[src/bat_pkg.sv]
// Shared types and constants for the bracket-aware tokenizer.
package bat_pkg;

	localparam logic [7:0] CH_SPACE   = 8'h20;
	localparam logic [7:0] CH_QUOTE   = 8'h22;
	localparam logic [7:0] CH_DOT     = 8'h2E;
	localparam logic [7:0] CH_ZERO    = 8'h30;
	localparam logic [7:0] CH_NINE    = 8'h39;
	localparam logic [7:0] CH_LSQUARE = 8'h5B;
	localparam logic [7:0] CH_RSQUARE = 8'h5D;
	localparam logic [7:0] CH_LCURLY  = 8'h7B;
	localparam logic [7:0] CH_RCURLY  = 8'h7D;

	localparam logic [2:0] KIND_ARRAY  = 3'd0;
	localparam logic [2:0] KIND_BLOCK  = 3'd1;
	localparam logic [2:0] KIND_INT    = 3'd2;
	localparam logic [2:0] KIND_DOUBLE = 3'd3;
	localparam logic [2:0] KIND_STRING = 3'd4;

	// One result beat.
	typedef struct packed {
		logic [7:0] byte_out;
		logic       byte_valid;
		logic       token_done;
		logic [2:0] token_kind;
		logic       unterminated;
		logic       depth_overflow;
	} res_t;

endpackage

[src/bat_engine.sv]
// Token scanner state and the per-character decision logic.
module bat_engine #(
	parameter int MAX_DEPTH = 255
) (
	input  logic              clk,
	input  logic              arst_n,
	input  logic              accept,
	input  logic [7:0]        char_in,
	input  logic              end_of_input,
	output bat_pkg::res_t     res
);
	import bat_pkg::*;

	localparam int DEPTH_W = $clog2(MAX_DEPTH + 1);
	localparam logic [DEPTH_W-1:0] DEPTH_MAX = DEPTH_W'(MAX_DEPTH);
	localparam logic [DEPTH_W-1:0] DEPTH_ONE = DEPTH_W'(1);

	typedef enum logic [2:0] {
		MODE_IDLE,
		MODE_ARRAY,
		MODE_BLOCK,
		MODE_QUOTE,
		MODE_WORD
	} mode_t;

	typedef enum logic [1:0] {
		FK_OTHER,
		FK_SQUARE,
		FK_CURLY
	} first_t;

	mode_t                mode_q, mode_d;
	logic [DEPTH_W-1:0]   depth_q, depth_d;
	first_t               first_q, first_d;
	logic                 seen_q, seen_d;
	logic                 digit_q, digit_d;
	logic                 dot_q, dot_d;

	logic take, closes, opens, shuts, ovf, done;

	always_comb begin
		mode_d  = mode_q;
		depth_d = depth_q;
		first_d = first_q;
		seen_d  = seen_q;
		digit_d = digit_q;
		dot_d   = dot_q;
		take    = 1'b0;
		closes  = 1'b0;
		opens   = 1'b0;
		shuts   = 1'b0;
		ovf     = 1'b0;

		unique case (mode_q)
			MODE_IDLE: begin
				if (char_in == CH_LSQUARE) begin
					mode_d  = MODE_ARRAY;
					depth_d = DEPTH_ONE;
					take    = 1'b1;
				end else if (char_in == CH_LCURLY) begin
					mode_d  = MODE_BLOCK;
					depth_d = DEPTH_ONE;
					take    = 1'b1;
				end else if (char_in == CH_QUOTE) begin
					mode_d = MODE_QUOTE;
				end else if (char_in != CH_SPACE) begin
					mode_d = MODE_WORD;
					take   = 1'b1;
				end
			end
			MODE_ARRAY: begin
				take  = 1'b1;
				opens = (char_in == CH_LSQUARE);
				shuts = (char_in == CH_RSQUARE);
			end
			MODE_BLOCK: begin
				take  = 1'b1;
				opens = (char_in == CH_LCURLY) || (char_in == CH_LSQUARE);
				shuts = (char_in == CH_RCURLY) || (char_in == CH_RSQUARE);
			end
			MODE_QUOTE: begin
				if (char_in == CH_QUOTE) closes = 1'b1;
				else take = 1'b1;
			end
			default: begin
				if (char_in == CH_SPACE) closes = 1'b1;
				else take = 1'b1;
			end
		endcase

		// Saturating bracket depth; a close that reaches zero ends the token.
		if (opens) begin
			if (depth_q >= DEPTH_MAX) ovf = 1'b1;
			else depth_d = depth_q + DEPTH_ONE;
		end else if (shuts) begin
			if (depth_q != '0) depth_d = depth_q - DEPTH_ONE;
			closes = (depth_d == '0);
		end

		if (take) begin
			if (!seen_q) begin
				if (char_in == CH_LSQUARE) first_d = FK_SQUARE;
				else if (char_in == CH_LCURLY) first_d = FK_CURLY;
				else first_d = FK_OTHER;
				seen_d = 1'b1;
			end
			if (char_in >= CH_ZERO && char_in <= CH_NINE) digit_d = 1'b1;
			if (char_in == CH_DOT) dot_d = 1'b1;
		end

		done = (mode_d != MODE_IDLE) && (closes || end_of_input);

		res.byte_out       = take ? char_in : 8'h00;
		res.byte_valid     = take;
		res.token_done     = done;
		res.unterminated   = done && !closes && (mode_d != MODE_WORD);
		res.depth_overflow = ovf;
		if (!done) res.token_kind = KIND_ARRAY;
		else if (first_d == FK_SQUARE) res.token_kind = KIND_ARRAY;
		else if (first_d == FK_CURLY) res.token_kind = KIND_BLOCK;
		else if (digit_d) res.token_kind = dot_d ? KIND_DOUBLE : KIND_INT;
		else res.token_kind = KIND_STRING;
	end

	always_ff @(posedge clk or negedge arst_n) begin
		if (!arst_n) begin
			mode_q  <= MODE_IDLE;
			depth_q <= '0;
			first_q <= FK_OTHER;
			seen_q  <= 1'b0;
			digit_q <= 1'b0;
			dot_q   <= 1'b0;
		end else if (accept) begin
			if (done || end_of_input) begin
				mode_q  <= MODE_IDLE;
				depth_q <= '0;
				first_q <= FK_OTHER;
				seen_q  <= 1'b0;
				digit_q <= 1'b0;
				dot_q   <= 1'b0;
			end else begin
				mode_q  <= mode_d;
				depth_q <= depth_d;
				first_q <= first_d;
				seen_q  <= seen_d;
				digit_q <= digit_d;
				dot_q   <= dot_d;
			end
		end
	end

endmodule

[src/bracket_aware_tokenizer.sv]
// Top level of the bracket-aware tokenizer: stream ports, scanner and output skid.
// An accepted beat's result is registered in the output slot, or parked in the skid slot.
// Throughput: one character per clock while the skid slot is empty, decided combinationally.
// The output register plus a one-entry skid buffer keep input acceptance going while a
// result waits, so s_tready only drops after two results are held back by the sink.
// Reset (arst_n low) returns the scanner to idle between tokens and empties both result slots.
module bracket_aware_tokenizer #(
	parameter int MAX_DEPTH = 255
) (
	input  logic       clk,
	input  logic       arst_n,
	// Slave side: one input character per beat.
	input  logic       s_tvalid,
	output logic       s_tready,
	input  logic [7:0] s_tdata,   // [7:0] char_in
	input  logic       s_tlast,   // end_of_input: this is the final byte of the input
	// Master side: one result per input beat.
	output logic       m_tvalid,
	input  logic       m_tready,
	output logic [7:0] m_tdata,   // [7:0] byte_out
	output logic       m_tlast,   // token_done: this beat ends a token
	output logic [7:0] m_tuser    // [0] byte_valid, [3:1] token_kind, [4] unterminated,
	                              // [5] depth_overflow, [7:6] zero
);
	import bat_pkg::*;

	res_t res;
	res_t out_q, skid_q;
	logic out_valid_q, skid_valid_q;
	logic in_acc, out_free;

	// The skid slot being full is the only thing that stalls the input.
	assign s_tready = !skid_valid_q;
	assign in_acc   = s_tvalid && s_tready;
	assign out_free = !out_valid_q || m_tready;

	bat_engine #(
		.MAX_DEPTH(MAX_DEPTH)
	) u_engine (
		.clk         (clk),
		.arst_n      (arst_n),
		.accept      (in_acc),
		.char_in     (s_tdata),
		.end_of_input(s_tlast),
		.res         (res)
	);

	// Slot occupancy. When the output slot frees up, a parked result moves in first;
	// otherwise a freshly scanned result goes straight to the output slot.
	always_ff @(posedge clk or negedge arst_n) begin
		if (!arst_n) begin
			out_valid_q  <= 1'b0;
			skid_valid_q <= 1'b0;
		end else if (out_free) begin
			if (skid_valid_q) begin
				out_valid_q  <= 1'b1;
				skid_valid_q <= 1'b0;
			end else begin
				out_valid_q <= in_acc;
			end
		end else if (in_acc) begin
			skid_valid_q <= 1'b1;
		end
	end

	// Result payload, no reset needed.
	always_ff @(posedge clk) begin
		if (out_free) begin
			if (skid_valid_q) out_q <= skid_q;
			else if (in_acc) out_q <= res;
		end else if (in_acc) begin
			skid_q <= res;
		end
	end

	assign m_tvalid = out_valid_q;
	assign m_tdata  = out_q.byte_out;
	assign m_tlast  = out_q.token_done;
	assign m_tuser  = {2'b00, out_q.depth_overflow, out_q.unterminated,
		out_q.token_kind, out_q.byte_valid};

endmodule
[config.mk]
export PLATFORM = sky130hd
export DESIGN_NAME = bracket_aware_tokenizer
export DESIGN_NICKNAME = d
export VERILOG_FILES = /design/src/bat_pkg.sv /design/src/bat_engine.sv /design/src/bracket_aware_tokenizer.sv
export SDC_FILE = /design/constraint.sdc
export NUM_CORES = 1
export LEC_CHECK = 0
export ABC_AREA = 1
export BUFFER_PORTS_ARGS = -buffer_cell sky130_fd_sc_hd__buf_2
export CAP_MARGIN = 20
export CORE_UTILIZATION = 55
export CTS_CLUSTER_DIAMETER = 80
export DETAILED_ROUTE_END_ITERATION = 10
export PLACE_DENSITY = 0.75
export SYNTH_ARGS = -nofsm -noshare
export SYNTH_HDL_FRONTEND = slang
export SYNTH_SLANG_ARGS = --single-unit
[constraint.sdc]
create_clock -name clk -period 4.3 [get_ports clk]
set_clock_uncertainty 0.05 [all_clocks]
set_input_delay 0.86 -clock clk [delete_from_list [all_inputs] [get_ports clk]]
set_output_delay 0.86 -clock clk [all_outputs]
set_load 0.03 [all_outputs]
# Word-level counts from Yosys, hierarchy flattened

Index checks and enable logic that the tools add are counted.

Add/sub/neg operators: 2
Multiply operators: 0
Div/mod/pow operators: 0
Order comparisons: 3
Eq/ne operators: 14
Shift operators: 0
Mux-type cells: 56
Bitwise operators: 1
Reduce and logical (&&, ||, !) cells: 25

Operators with widths:

| kind                | count |
|---|---|
| $mux 8              | 11 |
| $eq 8x7->1 const B  | 4 |
| $mux 15             | 2 |
| $mux 3              | 10 |
| $eq 8x6->1 const B  | 3 |
| $mux 1              | 24 |
| $mux 2              | 5 |
| $add 8x1->8 const B | 1 |
| $ge 8x6->1 const B  | 1 |
| $ge 8x8->1 const B  | 1 |
| $le 8x6->1 const B  | 1 |
| $logic_not 8->1     | 1 |
| $ne 8x6->1 const B  | 1 |
| $reduce_bool 8->1   | 1 |
| $sub 8x1->8 const B | 1 |
| $eq 3x2->1 const B  | 2 |
| $pmux 1 s2          | 3 |
| $reduce_and 2->1    | 3 |
| $reduce_bool 2->1   | 3 |
| $logic_and 1x1->1   | 5 |
| $logic_or 1x1->1    | 5 |
| $eq 3x1->1 const B  | 1 |
| $logic_not 1->1     | 3 |
| $logic_not 3->1     | 1 |
| 8 further kinds     | 8 |

Bits in registers: 48
Latch bits: 0
RAM bits: 0
Bits in read-only memories: 0
Input bits: 13
Output and inout bits: 19
Logic and storage cells: 121
Memories kept: 0

# Logic depth before layout (Yosys ltp)

Gate-level depths: netlist (run 1).

Depth after elaboration: 16
Depth in mapped cells: 16
Depth with buffers taken out: 16

# Hierarchy

From an unflattened synthesis (run 1), not the netlist that was laid out.

Cells, all modules: 421
Area total of the unflattened synthesis: 3153.0 um^2

By module, submodules not included:

| module                  | times used | cells each | area an instance (um^2) | seq. area each (um^2) |
|---|---|---|---|---|
| bat_engine              | 1          | 326        | 1914.3                  | 400.4 |
| bracket_aware_tokenizer | 1          | 95         | 1238.7                  | 950.9 |

# Least setup slack after synthesis (run 1)

No wires, ideal clock.

Path type: input port to flip-flop
From: in s_tdata[7]
To: reg out_q (netlist bit m_tuser[1]), data pin
Library setup time: 257 ps
Arrival time: 1976 ps
Required time: 3993 ps
Slack: 2017 ps
Stages: 16
Cell sequence: inv_1 -> nand2_1 -> nor2_2 -> nand2_1 -> nand2_1 -> nand2_1 -> nand2_1 -> nand2_2 -> nand2_4 -> nand2_1 -> nand2_2 -> nand2_4 -> inv_2 -> nor2_4 -> nand3_1 -> nand2_1

Cells in the longest elaborated chain, start to end: 15
Elaborated cells between the ends (all ways): 59
Those cells by class: order compare: 2; eq/ne: 10; mux: 40; reduce/logical: 7

RTL lines:

| element              | line                                                  | RTL |
|---|---|---|
| start, declared      | bracket_aware_tokenizer.sv:15                         | `input logic [7:0] s_tdata,` |
| $eq 8x7->1           | bat_engine.sv:60, bat_engine.sv:78, bat_engine.sv:103 |  |
| $mux 8               | bat_engine.sv:60                                      | `end else if (char_in == CH_LCURLY) begin` |
| $mux 8               | bat_engine.sv:56                                      | `if (char_in == CH_LSQUARE) begin` |
| $mux 8               | bat_engine.sv:54                                      | `unique case (mode_q)` |
| $mux 8               | bat_engine.sv:96                                      | `if (depth_q != '0) depth_d = depth_q - DEPTH_ONE;` |
| $mux 8               | bat_engine.sv:95                                      | `end else if (shuts) begin` |
| $mux 8               | bat_engine.sv:92                                      | `if (opens) begin` |
| $logic_not 8->1      | bat_engine.sv:97                                      | `closes = (depth_d == '0);` |
| $mux 1               | bat_engine.sv:95                                      |  |
| $mux 1               | bat_engine.sv:92                                      |  |
| $logic_or 1x1->1     | bat_engine.sv:111                                     | `done = (mode_d != MODE_IDLE) && (closes \|\| end_of_input);` |
| $logic_and 1x1->1    | bat_engine.sv:111                                     |  |
| $mux 3 (*)           | bat_engine.sv:118                                     | `if (!done) res.token_kind = KIND_ARRAY;` |
| $mux 15 (*)          | bracket_aware_tokenizer.sv:70                         | `else if (in_acc) out_q <= res;` |
| $mux 15 (*)          | bracket_aware_tokenizer.sv:69                         | `if (skid_valid_q) out_q <= skid_q;` |
| end signal, assigned | bracket_aware_tokenizer.sv:69                         |  |
| end signal, assigned | bracket_aware_tokenizer.sv:70                         |  |
| end, declared        | bracket_aware_tokenizer.sv:28                         | `res_t out_q, skid_q;` |

Mark *: on every way between the ends. The rest lies on a longest branch, timed or not. The select of a mux whose other input is x is not followed.
A chain may end at the register's enable or synchronous reset.

# Worst setup path in the final report (run 1)

From: reg skid_valid_q
To: out s_tready

Cells in the longest elaborated chain, start to end: 1

RTL lines:

| element                | line                          | RTL |
|---|---|---|
| start, declared        | bracket_aware_tokenizer.sv:29 | `logic out_valid_q, skid_valid_q;` |
| start signal, assigned | bracket_aware_tokenizer.sv:53 | `skid_valid_q <= 1'b0;` |
| start signal, assigned | bracket_aware_tokenizer.sv:57 | `skid_valid_q <= 1'b0;` |
| start signal, assigned | bracket_aware_tokenizer.sv:62 | `skid_valid_q <= 1'b1;` |
| $logic_not 1->1        | bracket_aware_tokenizer.sv:33 | `assign s_tready = !skid_valid_q;` |
| end, declared          | bracket_aware_tokenizer.sv:14 | `output logic s_tready,` |

No other way between the ends.

==> results.txt, run 1 <==
The count of antenna-violating nets left after detailed routing came out at 0. The die footprint is 0.005806 sq mm. The share of post-route cells with drive strength above 1 came out at 20.95%.

The post-synthesis to final-layout area growth came out at 8.967%. The post-detailed-placement half-perimeter wirelength came out at 4905 um. The number of buffers on the longest clock path is 2. The clock buffer count from CTS is 5. Clock-pin slew was measured on the worst setup and hold paths at 0.09 ns. The clock tree from TritonCTS is yes. The number of instances in the synthesized netlist is 380. The final weighted congestion in routability-driven placement came out at 0.9532.

Yosys attributes the largest share of cell area to sky130_fd_sc_hd__edfxtp_1 (30%), sky130_fd_sc_hd__dfrtp_1 (15%), sky130_fd_sc_hd__nand2_1 (12%). The run finished with clean final reports. Setup violations remaining at the end of the flow were counted as 0.

The capturing element type of the critical path is an output pin. The flip-flop cell with the highest count after synthesis is sky130_fd_sc_hd__edfxtp_1. The combined global-route utilization of all metal layers is 24.12%. The aggregate routed wire length came out at between 6000 and 7000 um.

The number of vias in the routed layout is about 2600. The data arrival time at the worst-slack endpoint is 1.88 ns. The first-pass GRT wire length came out at 11240 um. The hold violation total from the final report came out at 0.

The worst hold path belongs to the class in -> async. The final clock period utilization by the worst path came out at 64.98%. The required arrival time at the worst endpoint is 3.39 ns. The post-synthesis instance area is 0.003028 sq mm.

The count of buffers inserted at the top-level ports came out at 29. By startpoint and endpoint, the worst setup path is classified as reg -> out. The tree is rooted in a sky130_fd_sc_hd__clkbuf_8.

The total power of the final layout came out at roughly 1.2 mW. The number of antenna violations at the first check in global routing is 0. The sequential share of the synthesized area is 44.63%. The first detailed-routing pass took 4 iterations. The biggest area contributor in the post-synthesis netlist is sky130_fd_sc_hd__edfxtp_1. The synthesis-stage register bit count came out at 48. The via count normalized by instance count is between 5 and 6. The top cell type by area accounts for 29.75% of the synthesized area. Measured against its own limit, the worst slew margin works out to 53.66%. IR analysis of the VDD net gives a maximum drop of about 0.16 mV. The x dimension of the die came out at 76.20 um. At the later pin of the worst-skew pair, clock insertion delay measures 0.30 ns.

The maximum clock rate came out at 0.3579 GHz. Counting flops with an async set or reset pin after synthesis yields a share of between 30% and 40%. The core region is 0.005205 sq mm.

The synthesis warning total is 0. The transition at the pin with the smallest max-transition slack is 0.6951 ns. The total negative slack for setup checks came out at 0 ns. In this run the power density over the cells is 357.3 mW/mm^2. During I/O placement, the number of pins put on the boundary was 32. The post-cts repair resize count came out at 0. Global routing finished with a remaining overflow of 0. The worst reg-to-reg path cell count came out at 6.

The number of distinct library cells after synthesis is 37. The shortest period the worst path allows came out at approximately 2.8 ns. The initial cell density of the core is 58.17%. The post-layout net count is 415.

Hold timing on the final database bottoms out at a slack of ~0.45 ns. The endpoint identified for the worst register-to-register timing path is u_engine.mode_q[2]. The leakage dissipation came out at 1.529 nW. The count of final max-slew check failures is 0. The number of global-route vias before repair came out at 2347.

For this design, the sink count on the clock tree is 48. The count of maximum capacitance violations is 0. The number of enable-type register cells in the synthesized netlist is 30. The launching element type of the critical path is a register. In the routed design, unresolved DRC markers number 0. The post-synthesis area per instance is 7.968 sq um. The detailed router finished its first iteration with 153 violations.

The slack of the worst reg-to-reg path came out at around 1.8 ns. The cell row count is 26. The H-tree depth came out at 2. Once the clock tree was built, the setup fixing pass inserted 0 buffers.

The die outline height is around 76 um. Entering global routing, the biggest net connects 26 pins. Setup repair after global routing left no endpoint under its margin. The number of hold buffers added after CTS was 0. The average routed wire per standard cell is 13.68 um. The number of diodes came out at 0. The worst register-to-register path begins at skid_valid_q. The maximum fanout count along the critical path came out at 25.
-- where the power goes --
group	internal, mW	switching [mW]	leakage [nW]	total [mW]
Sequential	0.535	0.0170	0.527	0.552
Combinational	0.0672	0.171	0.933	0.238
Clock	0.234	0.155	0.0687	0.389
-- synth_stat cells (2+ instances only) --
| master | n |
|---|---|
| sky130_fd_sc_hd__buf_6 | 4 |
| sky130_fd_sc_hd__nor2_4 | 7 |
| sky130_fd_sc_hd__nor2_1 | 33 |
| sky130_fd_sc_hd__inv_2 | 10 |
| sky130_fd_sc_hd__nor3_1 | 2 |
| sky130_fd_sc_hd__nand4_1 | 5 |
| sky130_fd_sc_hd__dfrtp_1 | 18 |
| sky130_fd_sc_hd__nand3_1 | 27 |
| sky130_fd_sc_hd__a31oi_1 | 5 |
| sky130_fd_sc_hd__o22ai_1 | 9 |
| sky130_fd_sc_hd__xor2_1 | 2 |
| sky130_fd_sc_hd__nand2_1 | 94 |
| sky130_fd_sc_hd__buf_4 | 4 |
| sky130_fd_sc_hd__a21oi_1 | 8 |
| sky130_fd_sc_hd__nand2_2 | 9 |
| sky130_fd_sc_hd__clkbuf_1 | 9 |
| sky130_fd_sc_hd__inv_1 | 40 |
| sky130_fd_sc_hd__nand3_2 | 6 |
| sky130_fd_sc_hd__nor2_2 | 6 |
| sky130_fd_sc_hd__edfxtp_1 | 30 |
| sky130_fd_sc_hd__ha_1 | 2 |
| sky130_fd_sc_hd__nand2_4 | 4 |
| sky130_fd_sc_hd__o21ai_0 | 32 |
-- area by class of cell --
| class | count | area, sq um |
|---|---|---|
| flip-flops and latches | 48 | 1351 |
| clock buffers | 5 | 68.82 |
| inverters | 51 | 191.4 |
| well taps | 70 | 87.58 |
| fillers | 444 | 1906 |
| multi-input cells | 263 | 1371 |
| clock inverters | 3 | 68.82 |
| repair buffers | 31 | 160.2 |
-- worst max-delay path, stage by stage, from the launching register on --
cell                       delay, ns
sky130_fd_sc_hd__dfrtp_1        0.80
sky130_fd_sc_hd__clkinv_1       0.49
sky130_fd_sc_hd__buf_2          0.31
-- metrics by stage --
| step | utilization [%] | cells | cell area [sq um] | worst slack, ns |
|---|---|---|---|---|
| 2_1_floorplan | - | 381 | 3032 | 2.017 |
| 3_3_place_gp | 60.60 | 462 | 3154 | 1.663 |
| 3_5_place_dp | 60.60 | 462 | 3154 | 1.596 |
| 4_1_cts | 63.25 | 470 | 3292 | 1.524 |
| 5_1_grt | 63.39 | 471 | 3299 | 1.346 |
| 6_report | 63.39 | 471 | 3299 | 1.506 |
-- flip-flops by register name, indices dropped and copies added (netlist names) --
register and flops:
u_engine.seen_q 1, u_engine.depth_q 8, u_engine.first_q 2, skid_q 15, m_tuser 6, m_tvalid 1, u_engine.mode_q 3, u_engine.dot_q 1
m_tlast 1, u_engine.digit_q 1, m_tdata 8, skid_valid_q 1
-- worst max-delay path by stage --
stage	start	to	slack, ns	depth (start not counted)
finish	skid_valid_q	s_tready	1.51	2
global route	skid_valid_q	s_tready	1.35	2
CTS	skid_valid_q	s_tready	1.52	2
global placement	s_tdata[7]	m_tuser[3]	1.66	15
floorplan	s_tdata[7]	m_tuser[1]	2.02	16
detailed placement	s_tdata[2]	m_tuser[3]	1.60	15
-- cell usage in the layout (no fill, tap or decap), types with 2 or more instances in the layout --
cell,instances
sky130_fd_sc_hd__a31oi_1,5
sky130_fd_sc_hd__ha_1,2
sky130_fd_sc_hd__nand3_2,6
sky130_fd_sc_hd__inv_1,40
sky130_fd_sc_hd__nand2_2,9
sky130_fd_sc_hd__nand2_1,94
sky130_fd_sc_hd__dfrtp_1,18
sky130_fd_sc_hd__conb_1,2
sky130_fd_sc_hd__nor2_1,33
sky130_fd_sc_hd__nor2_4,7
sky130_fd_sc_hd__nand3_1,27
sky130_fd_sc_hd__nor3_1,2
sky130_fd_sc_hd__edfxtp_1,30
sky130_fd_sc_hd__inv_2,10
sky130_fd_sc_hd__buf_2,29
sky130_fd_sc_hd__nand4_1,5
sky130_fd_sc_hd__xor2_1,2
sky130_fd_sc_hd__o22ai_1,9
sky130_fd_sc_hd__buf_4,2
sky130_fd_sc_hd__o21ai_0,32
sky130_fd_sc_hd__a21oi_1,8
sky130_fd_sc_hd__bufinv_16,2
sky130_fd_sc_hd__clkbuf_8,5
sky130_fd_sc_hd__nand2_4,4
sky130_fd_sc_hd__nor2_2,6
-- cell families (layout without fill, tap and decap cells) --
logic type	count (synthesis)	after routing	share of synthesized area, %
AO/OA/AOI/OAI	60	60	11.07
AND/OR/NAND/NOR	196	196	32.27
XOR/XNOR	3	3	0.8679
flip-flops	48	48	44.63
other	1	2	0.1238
adder cells (fa/ha/maj)	2	2	0.8263
buffers and inverters	70	90	10.21
-- routing by layer --
metal	GRT usage, %	up-vias	wire length [um]
li1	-	1273	-
met1	34.25	1183	3071
met2	37.00	98	2912
met3	4.192	6	404
met4	9.038	0	56
met5	0	-	0
(Power assumes the default switching activity.)
==> run 2, diff against run 1 <==
Clock period 4.3 ns to 2.8 ns, I/O delays scaled along.
==> run 2 against run 1 <==
Compared with the run above: power rose by 46%; non-clock buffer count rose by 3; clock-buffer cell count did not move; sequential power rose by 53%; sequential share of layout area barely moved; first-iteration DRC count rose by 31%; flip-flop and latch count did not move; critical path type is now reg -> reg; wire length rose by 2.0%; worst setup slack got worse by 1.0 ns.
==> results.txt, run 2 (synthesis gave the netlist of run 1 again) <==
The top-level I/O count is 32 (unchanged). The delay of the slowest cell on the worst path was 0.48 ns (-0.32 ns). The cell row count came out at 26 (unchanged).

The critical path is of the reg -> reg type. The clock latency on the worst-skew pair is 0.31 ns (about the same). The area of all placed cells without fillers was 0.003296 sq mm (-0.11%). The combined global-route utilization of all metal layers is 24.95% (+0.84 points). The number of standard cells in the layout, taps in and fillers out came out at 474 (+0.64%).

The detailed-routing iteration count for the pre-antenna-repair pass came out at 5 (+1). The kind of cell with the highest combined delay along the critical path is simple AND/OR/NAND/NOR gates. The worst setup path is captured at a register. The total negative slack for setup checks came to 0 ns (unchanged).

The core box area came out at 0.005205 sq mm (unchanged). The maximum fanout count along the critical path is 8 (-68%). The number of global-route vias before repair came out at 2482 (+5.8%).

The total setup violations reported at the end of the flow came out at 0 (unchanged). The tree is rooted in a sky130_fd_sc_hd__clkbuf_8. The instance area after placement came out at 0.003184 sq mm (+0.95%). TritonCTS built the clock tree.

The share of post-route cells with drive strength above 1 is 21.29% (+0.34 points). The number of gates on the worst path with buffers counted is 13 (+11). The worst reg-to-reg path cell count came out at 13 (+7).

The total power divided by cell area came out at 522.2 mW/mm^2 (+46%). The worst hold path belongs to the class in -> async. The cell total after placement is 466 (+0.87%).

The top cell types in the final layout, fill and taps aside, are sky130_fd_sc_hd__nand2_1 (94), sky130_fd_sc_hd__inv_1 (40), sky130_fd_sc_hd__nor2_1 (33), sky130_fd_sc_hd__o21ai_0 (32), sky130_fd_sc_hd__edfxtp_1 (30). The largest net degree at the start of global routing is 25 (-3.8%). The largest individual stage delay along the critical path comes from the cell sky130_fd_sc_hd__dfrtp_1.

The data arrival time at the worst-slack endpoint is 2.45 ns (+0.57 ns). Among the stages of the critical path, the cell type that occurs most often is sky130_fd_sc_hd__inv_1. Setup repair after global routing left no endpoint under its margin.

The maximum clock rate came out at roughly 0.43 GHz. The average routed wire per standard cell came out at 13.88 um (+1.4%). The critical register-to-register path startpoint is u_engine.depth_q[1]. The hold violation total from the final report is 0 (unchanged).

The number of buffer and inverter instances along the worst setup path is 3 (+1). The x dimension of the die came to 76.20 um (unchanged). The count of maximum capacitance violations came to 0 (unchanged). The hold slack came out at 0.1351 ns (-0.3127 ns). The H-tree depth was 2 (unchanged). The post-cts repair resize count is 0 (unchanged). The signal on the critical path passes through inv_1 -> ha_1 -> inv_1 -> nor2_4 -> nand4_4 -> nand3_1 -> nand2_1 -> nor2_1 -> nand3_2 -> nand3_4 -> inv_1 -> nand2_4 -> o22ai_1. The number of inserted filler cells in the final layout came out at 458 (+3.2%). The aggregate routed wire length is 6577 um (+2.0%). The post-layout net count came to 418 (+0.72%).

The first-pass GRT wire length came out at 11550 um (+2.8%). The die footprint is 0.005806 sq mm (unchanged). The worst register-to-register path ends at u_engine.depth_q[0]. The number of antenna violations at the first check in global routing is 0 (unchanged).

The leakage dissipation is 1.530 nW (about the same). The post-synthesis to final-layout area growth is 8.843%. The count of buffers inserted at the top-level ports is 29 (unchanged). The top register by number of flip-flops is skid_q.

The final weighted congestion in routability-driven placement is 0.9767 (+2.5%). Leaving out fill and tap cells, the most frequent cell in the layout is sky130_fd_sc_hd__nand2_1. The number of vias in the routed layout came out at 2603 (+1.7%). The number of DRC markers in iteration 0 came out at 201 (+31%). The DRC violations left is 0 (unchanged). The via count normalized by instance count came to 5.492 (+1.0%). The worst setup path startpoint is u_engine.depth_q[1]. The final clock period utilization by the worst path is a little over 80%. The clock buffer count from CTS is 5 (unchanged). The initial cell density of the core is 58.17% (unchanged). The number of hold buffers added after cts came to 0 (unchanged).

The endpoint of the most critical setup path is u_engine.depth_q[0]. The number of buffers on the longest clock path is 2 (unchanged). The worst voltage drop across the vdd grid came out at 0.2278 mV (+40%). The required arrival time at the worst endpoint came out at 2.93 ns (-0.46 ns). The launching element type of the critical path is a register.

The die outline height is 76.20 um (unchanged). The count of final max-slew check failures was 0 (unchanged). The clock net sink count came out at 48 (unchanged).

The slack of the worst reg-to-reg path came out at 0.48 ns (-1.31 ns). The count of antenna-violating nets left after detailed routing came to 0 (unchanged). The shortest period the worst path allows came out at between 2 and 2.5 ns. The flip-flop count of the largest register, all copies and words added is 15 (unchanged). The clock transition at the registers of the reported paths came out at 0.09 ns (about the same). The post-detailed-placement half-perimeter wirelength came out at 5041 um (+2.8%). The flow ran to the end, and the final reports show no timing, DRC or antenna violations. The post-CTS setup repair buffer count came to 0 (unchanged).

The number of diodes is 0 (unchanged). The total congestion overflow came out at 0 (unchanged).
[run 2: changes by cell type in the layout (fill, tap and decap cells not counted)]
cell,before,now
sky130_fd_sc_hd__buf_4,2,5
sky130_fd_sc_hd__clkinv_4,0,1
sky130_fd_sc_hd__clkinv_1,1,2
sky130_fd_sc_hd__bufinv_16,2,1
sky130_fd_sc_hd__inv_6,1,0
[run 2: worst min path at each step]
stage / startpoint / to / slack [ns] / cells past startpoint
3_3_place_gp: skid_q[1] / m_tuser[4] / 0.45 / 2
5_1_grt: arst_n / u_engine.depth_q[7] / 0.17 / 1
2_1_floorplan: arst_n / m_tvalid / 0.21 / 0
6_report: arst_n / u_engine.depth_q[0] / 0.14 / 1
3_5_place_dp: skid_q[0] / m_tuser[5] / 0.45 / 2
4_1_cts: arst_n / u_engine.depth_q[0] / 0.15 / 1
[run 2: power by group]
group	leakage, nW	switching [mW]	internal, mW
combinational	0.947	0.268	0.106
clock	0.0558	0.240	0.265
sequential	0.527	0.0200	0.822
total	1.53	0.528	1.19
[run 2: final cells by class]
type	instances	area (sq um)	area share (%)
sequential	48	1351	41.00
clock buffer	5	68.82	2.088
tap	70	87.58	2.658
clock inverter	3	42.54	1.291
multi-input combinational	263	1371	41.61
timing repair buffer	34	182.7	5.543
inverter	51	191.4	5.809
[run 2: per-stage QoR]
stage                     power [mW]  util [%]  setup WS, ns
after global routing           1.804     63.32        0.2453
final                          1.721     63.32        0.4819
after floorplan                1.140         -        0.7782
after CTS                      1.731     63.32        0.4945
after detailed placement       1.232     61.18        0.4396
after global placement         1.225     61.18        0.4803
[run 2: layer usage]
metal	global-route usage [%]	wire (um)	up-vias
li1	-	-	1280
met1	34.40	2980	1203
met2	39.55	2967	109
met3	3.593	527	11
met4	10.38	102	0
met5	0	0	-
[run 2: worst register-to-register path, cell delays in order (launching register included)]
cell	delay, ns
sky130_fd_sc_hd__dfrtp_1	0.48
sky130_fd_sc_hd__inv_1	0.12
sky130_fd_sc_hd__ha_1	0.23
sky130_fd_sc_hd__inv_1	0.09
sky130_fd_sc_hd__nor2_4	0.15
sky130_fd_sc_hd__nand4_4	0.15
sky130_fd_sc_hd__nand3_1	0.17
sky130_fd_sc_hd__nand2_1	0.06
sky130_fd_sc_hd__nor2_1	0.13
sky130_fd_sc_hd__nand3_2	0.13
sky130_fd_sc_hd__nand3_4	0.10
sky130_fd_sc_hd__inv_1	0.10
sky130_fd_sc_hd__nand2_4	0.13
sky130_fd_sc_hd__o22ai_1	0.10
==> run 3, diff against run 2 <==
Clock period 2.8 ns to 2.35 ns, I/O delays scaled along.
==> run 3 against run 2 <==
Compared with the run above: core utilization rose by 1.2 points; first-iteration DRC count is 9.0% lower; maximum frequency increased by 7.7%; clock-buffer cell count is the same; via count decreased by 0.12%; combinational power increased by 22%; largest power group unchanged; highest routed layer unchanged.
==> results.txt, run 3 (synthesis gave the netlist of run 1 again) <==
The clock net sink count is 48 (unchanged). The area of all placed cells without fillers came to 0.003359 sq mm (+1.9%). The delay of the slowest cell on the worst path is 0.43 ns (-0.05 ns). The aggregate routed wire length came out at 6644 um (+1.0%). The post-CTS setup repair buffer count is 0 (unchanged). The maximum clock rate is 0.4646 GHz (+7.7%). Leaving out fill and tap cells, the most frequent cells in the layout are sky130_fd_sc_hd__nand2_1 (94), sky130_fd_sc_hd__inv_1 (40), sky130_fd_sc_hd__nor2_1 (33), sky130_fd_sc_hd__o21ai_0 (32), sky130_fd_sc_hd__edfxtp_1 (30). The number of standard cells in the layout, taps in and fillers out is 479 (+1.1%). The first-pass GRT wire length came out at 11510 um (-0.35%). The number of antenna violations at the first check in global routing is 0 (unchanged). The cell row count is 26 (unchanged). The clock transition at the registers of the reported paths was 0.09 ns (about the same). The shortest period the worst path allows is 2.152 ns (-0.1657 ns).

The number of diodes came out at 0 (unchanged). The count of antenna-violating nets left after detailed routing came out at 0 (unchanged). The hold slack is 0.05151 ns (-0.08364 ns).

TritonCTS built the clock tree. The detailed-routing iteration count for the pre-antenna-repair pass came to 5 (unchanged). The maximum fanout count along the critical path is 6 (-2). STA classifies the critical path endpoint as a register.

The number of buffer and inverter instances along the worst setup path is 2 (-1). STA classifies the critical path startpoint as a register. The internal power of the cells came to 1.535 mW (+29%). The register with the most flip-flops in the final layout is skid_q. The layer flagged by global routing as most heavily used is met2. The die outline height came out at 76.20 um (unchanged). The final standard cell utilization of the core is 64.54% (+1.2 points). The required arrival time at the worst endpoint came out at 2.37 ns (-0.56 ns).

Broken down by cell family, the worst path's largest delay share belongs to simple AND/OR/NAND/NOR gates. The number of global-route vias before repair came out at 2420 (-2.5%). The average routed wire per standard cell is 13.87 um (about the same). The post-detailed-placement half-perimeter wirelength is 4993 um (-0.96%). The least setup slack across all paths after layout came out at 0.1976 ns (-0.2843 ns).

The total negative slack for setup checks is 0 ns (unchanged). The largest net degree at the start of global routing came to 25 (unchanged). The fraction of power consumed by sequential logic is 46.1% (-2.8 points).

Leaving out fill and tap cells, the most frequent cell in the layout is sky130_fd_sc_hd__nand2_1. The x dimension of the die was 76.20 um (unchanged). The initial cell density of the core is 58.17% (unchanged). The leakage dissipation came out at 1.565 nW (+2.3%).

At the pin with the least slew margin, the transition time is 0.5342 ns. The top-level I/O count came to 32 (unchanged). The normalized max-slew margin is 64.35%.

The count of final max-slew check failures came to 0 (unchanged). The count of buffers inserted at the top-level ports came out at 29 (unchanged). The number of vias in the routed layout was 2600 (-0.12%). The met2 capacity usage during global routing came out at 39.91% (+0.36 points). The critical path is of the reg -> reg type.

The cell repeated most along the worst path is sky130_fd_sc_hd__nand2_2. The clock root buffer master is sky130_fd_sc_hd__clkbuf_8. The H-tree depth is 2 (unchanged). The total power divided by cell area is 648.4 mW/mm^2 (+24%).

The total congestion overflow is 0 (unchanged). The clock share of power came to 33.0% (+3.7 points). The via count normalized by instance count was 5.428 (-1.2%). The post-placement setup slack is 0.09274 ns (-0.3468 ns).

The cell total after placement is 471 (+1.1%). The number of buffers on the longest clock path was 2 (unchanged). The flip-flop count of the largest register, all copies and words added came out at 15 (unchanged).

The hold violation total from the final report came out at 0 (unchanged). The number of DRC markers in iteration 0 was 183 (-9.0%). The post-layout net count came out at 423 (+1.2%). The switching part of the total power came out at 29.54% (-1.1 points). The switching component of the power is 0.6435 mW (+22%). The clock buffer count from CTS is 5 (unchanged). The worst voltage drop across the vdd grid came out at 0.3292 mV (+45%). The endpoint identified for the worst register-to-register timing path is m_tuser[3]. The final weighted congestion in routability-driven placement came out at 1.013 (+3.7%). Setup repair after global routing left no endpoint under its margin. The share of post-route cells with drive strength above 1 is 22.49% (+1.2 points). The total power of the final layout came out at 2.178 mW (+27%). The met3 usage in global routing is 3.952% (+0.36 points). The data arrival time at the worst-slack endpoint came to 2.17 ns (-0.28 ns). The run finished with clean final reports. The combined global-route utilization of all metal layers is 25.12% (+0.17 points). The post-synthesis to final-layout area growth came out at 10.95%. The slack of the worst reg-to-reg path came out at 0.20 ns (-0.28 ns). The class of the tightest hold or removal check is in -> async.

The core box area is 0.005205 sq mm (unchanged). The total setup violations reported at the end of the flow is 0 (unchanged). The number of hold buffers added after cts is 0 (unchanged). The post-cts repair resize count is 0 (unchanged).

The critical register-to-register path startpoint is u_engine.mode_q[0]. The DRC violations left came out at 0 (unchanged). The signal on the critical path passes through inv_2 -> nand2_2 -> nor2_4 -> nand3_2 -> nand3_1 -> inv_1 -> nand2_2 -> nand2_4 -> nand2_1 -> nand2_2 -> nor2_4 -> nor2_1 -> nand3_1 -> nand2_1. The instance area after placement is 0.003222 sq mm (+1.2%).

The combinational power share was 20.9% (-0.8 points). The count of maximum capacitance violations is 0 (unchanged). The die footprint came to 0.005806 sq mm (unchanged). The met1 routing resource usage after global routing is 35.82% (+1.4 points). The clock latency on the worst-skew pair came out at 0.30 ns (about the same). The final clock period utilization by the worst path was 91.59% (+8.8 points).

The worst reg-to-reg path cell count is 14 (+1). The cell with the largest stage delay on the worst path is sky130_fd_sc_hd__dfrtp_1.
## run 3: cell types whose count changed in the layout (fill, tap and decap cells not counted), sizes merged
cell / before / now
buf: 34 / 39
bufinv: 1 / 2
clkinv: 3 / 1
inv: 50 / 51
## run 3: worst max path at each step
stage | to | depth (start not counted) | from
2_1_floorplan | m_tuser[1] | 16 | u_engine.depth_q[0]
3_5_place_dp | m_tuser[3] | 17 | s_tdata[7]
5_1_grt | m_tuser[1] | 16 | u_engine.depth_q[0]
6_report | m_tuser[3] | 14 | u_engine.mode_q[0]
4_1_cts | m_tuser[3] | 14 | u_engine.depth_q[0]
3_3_place_gp | m_tuser[1] | 17 | s_tdata[7]
## run 3: per-layer routing
metal / vias up / part of all wire [%]
li1: 1293 / -
met2: 122 / 46
met3: 9 / 8.1
met5: - / 0
met1: 1176 / 45
met4: 0 / 1.1
## run 3: layout make-up
| cell class | instances | area, sq um |
|---|---|---|
| Multi-Input combinational cell | 263 | 1371 |
| Inverter | 51 | 191.4 |
| Sequential cell | 48 | 1351 |
| Fill cell | 445 | 1846 |
| Tap cell | 70 | 87.58 |
| Clock buffer | 5 | 68.82 |
| Timing Repair Buffer | 39 | 220.2 |
| Clock inverter | 3 | 68.82 |
## run 3: power groups by stage
stage | Sequential (mW) | Combinational, mW | Clock [mW]
finish | 1.00 | 0.455 | 0.719
global route | 1.01 | 0.504 | 0.761
CTS | 1.00 | 0.453 | 0.730
detailed placement | 1.02 | 0.449 | 0
global placement | 1.02 | 0.443 | 0
floorplan | 1.08 | 0.275 | 0
